$ cat src/rtl/cbs_pkg.sv
// Shared types and constants for the codebook background subtractor.
// Used by every module of the block; no dependencies.
`timescale 1ns / 1ps
package cbs_pkg;

    localparam int PIXELS   = 65536;
    localparam int ENTRIES  = 8;
    localparam int CHANNELS = 3;

    localparam int PIX_W   = 16;
    localparam int K_W     = (ENTRIES > 1) ? $clog2(ENTRIES) : 1;
    localparam int CNT_W   = 4;
    localparam int TIME_W  = 16;
    localparam int CW_AW   = PIX_W + K_W;

    localparam logic [TIME_W-1:0] TIME_MAX = '1;
    localparam logic [7:0]        CH_MAX   = 8'hFF;
    localparam logic [CNT_W-1:0]  ENTRIES_C = CNT_W'(ENTRIES);

    // Configuration register indexes and reset values
    localparam logic [1:0] REG_LEARN_BOUND = 2'd0;
    localparam logic [1:0] REG_MIN_MARGIN  = 2'd1;
    localparam logic [1:0] REG_MAX_MARGIN  = 2'd2;
    localparam logic [7:0] LEARN_BOUND_RST = 8'd10;
    localparam logic [7:0] MIN_MARGIN_RST  = 8'd20;
    localparam logic [7:0] MAX_MARGIN_RST  = 8'd20;

    // Operation codes
    localparam logic [1:0] OP_LEARN = 2'd0;
    localparam logic [1:0] OP_DIFF  = 2'd1;
    localparam logic [1:0] OP_CLEAR = 2'd2;
    localparam logic [1:0] OP_UNDEF = 2'd3;

    typedef logic [CHANNELS-1:0][7:0] t_pix;

    typedef struct packed {
        logic [TIME_W-1:0] stale;
        logic [TIME_W-1:0] last_upd;
        t_pix              bot;
        t_pix              top;
        t_pix              learn_lo;
        t_pix              learn_hi;
    } t_cword;

    typedef struct packed {
        logic [TIME_W-1:0] ptime;
        logic [CNT_W-1:0]  count;
    } t_hdr;

    // Results of the shared codeword unit
    typedef struct packed {
        logic learn_hit;
        logic diff_hit;
        logic keep;
    } t_cw_flags;

    typedef enum logic [2:0] {
        ST_IDLE,
        ST_HDR,
        ST_SCAN,
        ST_FIN
    } t_state;

endpackage

$ cat src/rtl/cbs_cw_alu.sv
// Shared codeword unit: match tests, learn update, ageing and clear rewrite.
// Depends on cbs_pkg; purely combinational, used once per scanned codeword.
`timescale 1ns / 1ps
module cbs_cw_alu import cbs_pkg::*; (
    input  t_cword            i_cw,
    input  t_pix              i_pix,
    input  t_pix              i_box_hi,
    input  t_pix              i_box_lo,
    input  logic [TIME_W-1:0] i_time,
    input  logic [7:0]        i_min_margin,
    input  logic [7:0]        i_max_margin,
    output t_cw_flags         o_flags,
    output t_cword            o_cw_hit,
    output t_cword            o_cw_aged,
    output t_cword            o_cw_kept
);

    logic              learn_ok;
    logic              diff_ok;
    logic [TIME_W-1:0] run;

    // Match tests on all channels
    always_comb begin
        learn_ok = 1'b1;
        diff_ok  = 1'b1;
        for (int n = 0; n < CHANNELS; n++) begin
            if (!(i_cw.learn_lo[n] <= i_pix[n] && i_pix[n] <= i_cw.learn_hi[n])) begin
                learn_ok = 1'b0;
            end
            if (!(({1'b0, i_pix[n]} + {1'b0, i_min_margin}) >= {1'b0, i_cw.bot[n]} &&
                  {1'b0, i_pix[n]} <= ({1'b0, i_cw.top[n]} + {1'b0, i_max_margin}))) begin
                diff_ok = 1'b0;
            end
        end
    end

    // Widen the matched codeword and nudge its learn bounds toward the box
    always_comb begin
        o_cw_hit          = i_cw;
        o_cw_hit.last_upd = i_time;
        for (int n = 0; n < CHANNELS; n++) begin
            if (i_cw.top[n] < i_pix[n]) begin
                o_cw_hit.top[n] = i_pix[n];
            end else if (i_cw.bot[n] > i_pix[n]) begin
                o_cw_hit.bot[n] = i_pix[n];
            end
            if (i_cw.learn_hi[n] < i_box_hi[n]) begin
                o_cw_hit.learn_hi[n] = i_cw.learn_hi[n] + 8'd1;
            end
            if (i_cw.learn_lo[n] > i_box_lo[n]) begin
                o_cw_hit.learn_lo[n] = i_cw.learn_lo[n] - 8'd1;
            end
        end
    end

    // Raise staleness to the time since the last update
    always_comb begin
        run       = (i_time >= i_cw.last_upd) ? (i_time - i_cw.last_upd) : '0;
        o_cw_aged = i_cw;
        if (i_cw.stale < run) begin
            o_cw_aged.stale = run;
        end
    end

    // Survivor of a clear: times restart
    always_comb begin
        o_cw_kept          = i_cw;
        o_cw_kept.stale    = '0;
        o_cw_kept.last_upd = '0;
    end

    assign o_flags.learn_hit = learn_ok;
    assign o_flags.diff_hit  = diff_ok;
    assign o_flags.keep      = (i_cw.stale <= i_time);

endmodule
$ cat config.mk
export PLATFORM = sky130hd
export DESIGN_NAME = cbs_cw_alu
export DESIGN_NICKNAME = d
export VERILOG_FILES = /design/src/rtl/cbs_pkg.sv /design/src/rtl/cbs_cw_alu.sv
export SDC_FILE = /design/constraint.sdc
export NUM_CORES = 1
export LEC_CHECK = 0
export BUFFER_PORTS_ARGS = -buffer_cell sky130_fd_sc_hd__buf_2
export CORE_AREA = 2 2 242 244
export DETAILED_ROUTE_END_ITERATION = 16
export DIE_AREA = 0 0 244 246
export PLACE_DENSITY = 0.5
export SYNTH_ARGS = -nofsm -noshare
export SYNTH_HDL_FRONTEND = slang
export SYNTH_SLANG_ARGS = --single-unit
$ cat constraint.sdc
create_clock -name vclk -period 6.9
set_input_delay 1.38 -clock vclk [all_inputs]
set_output_delay 1.38 -clock vclk [all_outputs]
set_load 0.01 [all_outputs]
==> impl_results.html <==
<table>
<tr><th>Metric</th><th>Value</th></tr>
<tr><th colspan="2">Floorplan</th></tr>
<tr><td>Initial core utilization</td><td>19.6%</td></tr>
<tr><td>Horizontal die dimension</td><td>244 µm</td></tr>
<tr><td>Area of the core</td><td>57,400 µm²</td></tr>
<tr><td>I/O pin count</td><td>619</td></tr>
<tr><td>Num rows</td><td>88</td></tr>
<tr><td>Die H</td><td>246 µm</td></tr>
<tr><td>Die footprint</td><td>60,000 µm²</td></tr>
<tr><th colspan="2">Drt</th></tr>
<tr><td>Number of DRC violations after detailed routing</td><td>0</td></tr>
<tr><td>Routed length per instance</td><td>16.8 µm</td></tr>
<tr><td>Via count of the routed design</td><td>11,000</td></tr>
<tr><td>Count of routing violations after the opening detailed-route iteration</td><td>379</td></tr>
<tr><td>M1 WL</td><td>20,100 µm</td></tr>
<tr><td>Post-Route WL</td><td>43,900 µm</td></tr>
<tr><td>Drt via density</td><td>4.22</td></tr>
<tr><td>First-pass iteration count of the detailed router</td><td>4</td></tr>
<tr><td>Routed length on met3</td><td>1450 µm</td></tr>
<tr><td>Antenna Nets Post-Route</td><td>0</td></tr>
<tr><td>Met2 WL post-DR</td><td>21,500 µm</td></tr>
<tr><td>Top Metal Used</td><td>met4</td></tr>
<tr><th colspan="2">Critical path</th></tr>
<tr><td>Data required time at the worst endpoint</td><td>5.52 ns</td></tr>
<tr><td>Worst-path fanout max</td><td>18</td></tr>
<tr><td>Critical path start-end classification</td><td>in -&gt; out</td></tr>
<tr><td>Kind of launch point of the worst setup path</td><td>input port</td></tr>
<tr><td>Critical path endpoint category</td><td>output port</td></tr>
<tr><td>Worst endpoint data arrival time</td><td>5.12 ns</td></tr>
<tr><th colspan="2">Layout</th></tr>
<tr><td>Fraction of the core area covered by cells at the end of the flow</td><td>22.9%</td></tr>
<tr><td>FF+latch area</td><td>0 µm²</td></tr>
<tr><td>Layout clock buffer count</td><td>0</td></tr>
<tr><td>Layout net count</td><td>2,372</td></tr>
<tr><td>Count of fill cells added during filler insertion</td><td>6,592</td></tr>
<tr><td>Sequential cell count</td><td>0</td></tr>
<tr><td>Ratio of cells with drive above 1 in the final layout</td><td>32.5%</td></tr>
<tr><td>Post-route cell area</td><td>13,200 µm²</td></tr>
<tr><td>Area Growth Syn to Fin</td><td>16.9%</td></tr>
<tr><th colspan="2">Place</th></tr>
<tr><td>Routability congestion estimate from global placement</td><td>0.857</td></tr>
<tr><td>Detailed Place HPWL</td><td>39,500 µm</td></tr>
<tr><td>Instance area at placement</td><td>13,100 µm²</td></tr>
<tr><td># port buffers</td><td>587</td></tr>
<tr><th colspan="2">Synthesis</th></tr>
<tr><td>Fraction of the mapped netlist area in compound gates</td><td>19.2%</td></tr>
<tr><td>Dominant cell type by area after synthesis</td><td>sky130_fd_sc_hd__ha_1</td></tr>
<tr><td>Cell types with the highest counts after synthesis</td><td>287 x sky130_fd_sc_hd__ha_1, 274 x sky130_fd_sc_hd__buf_4, 180 x sky130_fd_sc_hd__inv_1</td></tr>
<tr><td>Number of instances in the synthesized netlist</td><td>1,513</td></tr>
<tr><td>Synth Warn #</td><td>0</td></tr>
<tr><td>Synth cell types</td><td>62</td></tr>
<tr><td>Most frequent cell after synthesis</td><td>sky130_fd_sc_hd__ha_1</td></tr>
<tr><td>Multiplexer area fraction after synthesis</td><td>2.51%</td></tr>
<tr><td>Area share of the largest cell type after synthesis</td><td>31.9%</td></tr>
<tr><td>Synthesized-area fraction occupied by and/or/nand/nor cells</td><td>13.5%</td></tr>
<tr><td>Syn_area_per_cell</td><td>7.45 µm²</td></tr>
<tr><td>XOR/XNOR Fraction of Synth Area</td><td>6.69%</td></tr>
<tr><td>Largest family of logic cells by synthesized area</td><td>adder cells</td></tr>
<tr><td>Largest cells by area after synthesis</td><td>sky130_fd_sc_hd__ha_1 32%, sky130_fd_sc_hd__buf_4 18%, sky130_fd_sc_hd__inv_1 6.0%, sky130_fd_sc_hd__xnor2_1 4.7%, sky130_fd_sc_hd__a21oi_1 3.6%</td></tr>
<tr><td>Post-synthesis share of cell area spent on full adders, half adders and majority gates</td><td>33.1%</td></tr>
<tr><td>Share of the yosys chip area belonging to registers</td><td>0%</td></tr>
<tr><td>Cell area after technology mapping</td><td>11,300 µm²</td></tr>
<tr><th colspan="2">Timing</th></tr>
<tr><td>Highest attainable clock frequency</td><td>0.154 GHz</td></tr>
<tr><td>Number of max-slew violations in the final report</td><td>0</td></tr>
<tr><td>Hold Fails Final Rpt</td><td>0</td></tr>
<tr><td>RSZ-0062 raised after global routing</td><td>no</td></tr>
<tr><td>Count of final setup violators</td><td>0</td></tr>
<tr><td>Shortest clock period the worst path allows after layout</td><td>6.50 ns</td></tr>
<tr><td>Final clock period utilization by the worst path</td><td>94.2%</td></tr>
<tr><td>Headroom to the max-slew limit</td><td>44.1%</td></tr>
<tr><td>Final worst hold slack</td><td>2.96 ns</td></tr>
<tr><td>Transition time at the pin with the least slew margin</td><td>0.838 ns</td></tr>
<tr><td>Final TNS setup</td><td>0 ns</td></tr>
<tr><th colspan="2">Global routing</th></tr>
<tr><td>GR Util All Layers</td><td>13.5%</td></tr>
<tr><td>Number of antenna violations at the first check in global routing</td><td>5</td></tr>
<tr><td>GRT overflow</td><td>0</td></tr>
<tr><td>Global-route wire length before repair</td><td>62,700 µm</td></tr>
<tr><td>Maximum number of pins on one net before global-route repair</td><td>19</td></tr>
<tr><td>Via count of the first global-routing pass</td><td>10,100</td></tr>
<tr><th colspan="2">Flow run</th></tr>
<tr><td>Max cap viols</td><td>0</td></tr>
<tr><th colspan="2">Power</th></tr>
<tr><td>Leakage power of the design</td><td>0.00740 µW</td></tr>
<tr><td>Total power per unit cell area</td><td>89.2 nW/µm²</td></tr>
<tr><td>IR drop worst, VDD</td><td>0.0000366 V</td></tr>
<tr><th colspan="2">Run status</th></tr>
<tr><td>Run status</td><td>finished, final reports clean</td></tr>
<tr><th colspan="2">Clock tree</th></tr>
<tr><td>CTS hold repair buffers</td><td>0</td></tr>
<tr><th colspan="2">Worst hold path</th></tr>
<tr><td>Worst min path class</td><td>in -&gt; out</td></tr>
</table>
==> worst max-delay path, stage by stage <==
cell	delay (ns)
sky130_fd_sc_hd__buf_2	0.11
sky130_fd_sc_hd__inv_1	0.05
sky130_fd_sc_hd__ha_1	0.15
sky130_fd_sc_hd__inv_1	0.05
sky130_fd_sc_hd__fa_1	0.39
sky130_fd_sc_hd__nand3_1	0.13
sky130_fd_sc_hd__a31oi_1	0.12
sky130_fd_sc_hd__o21ai_1	0.19
sky130_fd_sc_hd__a21oi_1	0.09
sky130_fd_sc_hd__or3_4	0.49
sky130_fd_sc_hd__nand2_1	0.10
sky130_fd_sc_hd__ha_1	0.24
sky130_fd_sc_hd__a21oi_1	0.14
sky130_fd_sc_hd__nor2_1	0.05
sky130_fd_sc_hd__a211oi_1	0.21
sky130_fd_sc_hd__o21ai_1	0.14
sky130_fd_sc_hd__a2111oi_4	0.48
sky130_fd_sc_hd__and2_4	0.32
sky130_fd_sc_hd__a22o_1	0.17
sky130_fd_sc_hd__buf_2	0.13
==> cell families after synthesis <==
kind of cell               count (synthesis)
AOI/OAI and AO/OA                        335
and+or+nand+nor                          300
xor gates and xnor gates                  86
buffers and inverters                    469
adders and majority gates                294
other                                      1
muxes                                     28
==> final timing paths <==
path | to | from | depth (start not counted) | slack [ns]
setup / recovery | o_cw_aged[123] | i_time[0] | 20 | 0.40
hold / removal | o_cw_aged[103] | i_cw[103] | 2 | 2.96
==> per-layer routing <==
layer,vias to the layer above,global-route usage [%]
met1,4968,17.6
met4,0,2.26
met2,386,25.1
li1,5633,-
met5,-,0
met3,32,0.436
==> layout by cell type, fill, tap and decap left out, types with 15 or more instances in the layout <==
master / count
sky130_fd_sc_hd__mux2i_1: 26
sky130_fd_sc_hd__nand3_1: 26
sky130_fd_sc_hd__nand2_1: 76
sky130_fd_sc_hd__nand2b_1: 29
sky130_fd_sc_hd__a21oi_1: 82
sky130_fd_sc_hd__inv_1: 180
sky130_fd_sc_hd__xor2_1: 25
sky130_fd_sc_hd__buf_2: 587
sky130_fd_sc_hd__o21ai_1: 43
sky130_fd_sc_hd__o21ai_0: 57
sky130_fd_sc_hd__conb_1: 32
sky130_fd_sc_hd__nor2_1: 56
sky130_fd_sc_hd__o21a_1: 30
sky130_fd_sc_hd__a21o_1: 38
sky130_fd_sc_hd__nand4_1: 35
sky130_fd_sc_hd__o21bai_1: 15
sky130_fd_sc_hd__nor3_1: 17
sky130_fd_sc_hd__nor2b_1: 26
sky130_fd_sc_hd__xnor2_1: 61
sky130_fd_sc_hd__ha_1: 287
==> repair_timing <==
action | CTS | global route
setup endpoints to repair | 0 | 16
setup buffers | 0 | 0
gates resized for setup | 0 | 3
==> area by class of cell <==
type | count | area, µm² | area share [%]
Inverter | 181 | 679 | 5.16
Multi-Input combinational cell | 1075 | 8580 | 65.1
Antenna cell | 3 | 7.51 | 0.0570
Tap cell | 765 | 957 | 7.27
Timing Repair Buffer | 588 | 2950 | 22.4
==> stage by stage <==
stage | instances | worst slack (ns) | total power (µW)
3_5_place_dp | 2609 | 0.193 | 1180
2_1_floorplan | 1544 | 0.717 | 823
5_1_grt | 2612 | 0.125 | 1320
3_3_place_gp | 2609 | 0.277 | 1190
4_1_cts | 2609 | 0.171 | 1190
6_report | 2612 | 0.401 | 1170
==> where the power goes <==
group | internal (µW) | switching [µW] | leakage (µW) | total, µW
registers | 0 | 0 | 0 | 0
clock network | 0.0000585 | 0 | 0.0000000190 | 0.0000585
logic | 487 | 688 | 0.00740 | 1170
total | 487 | 688 | 0.00740 | 1170
No activity file was read; power rests on OpenSTA's default activity.
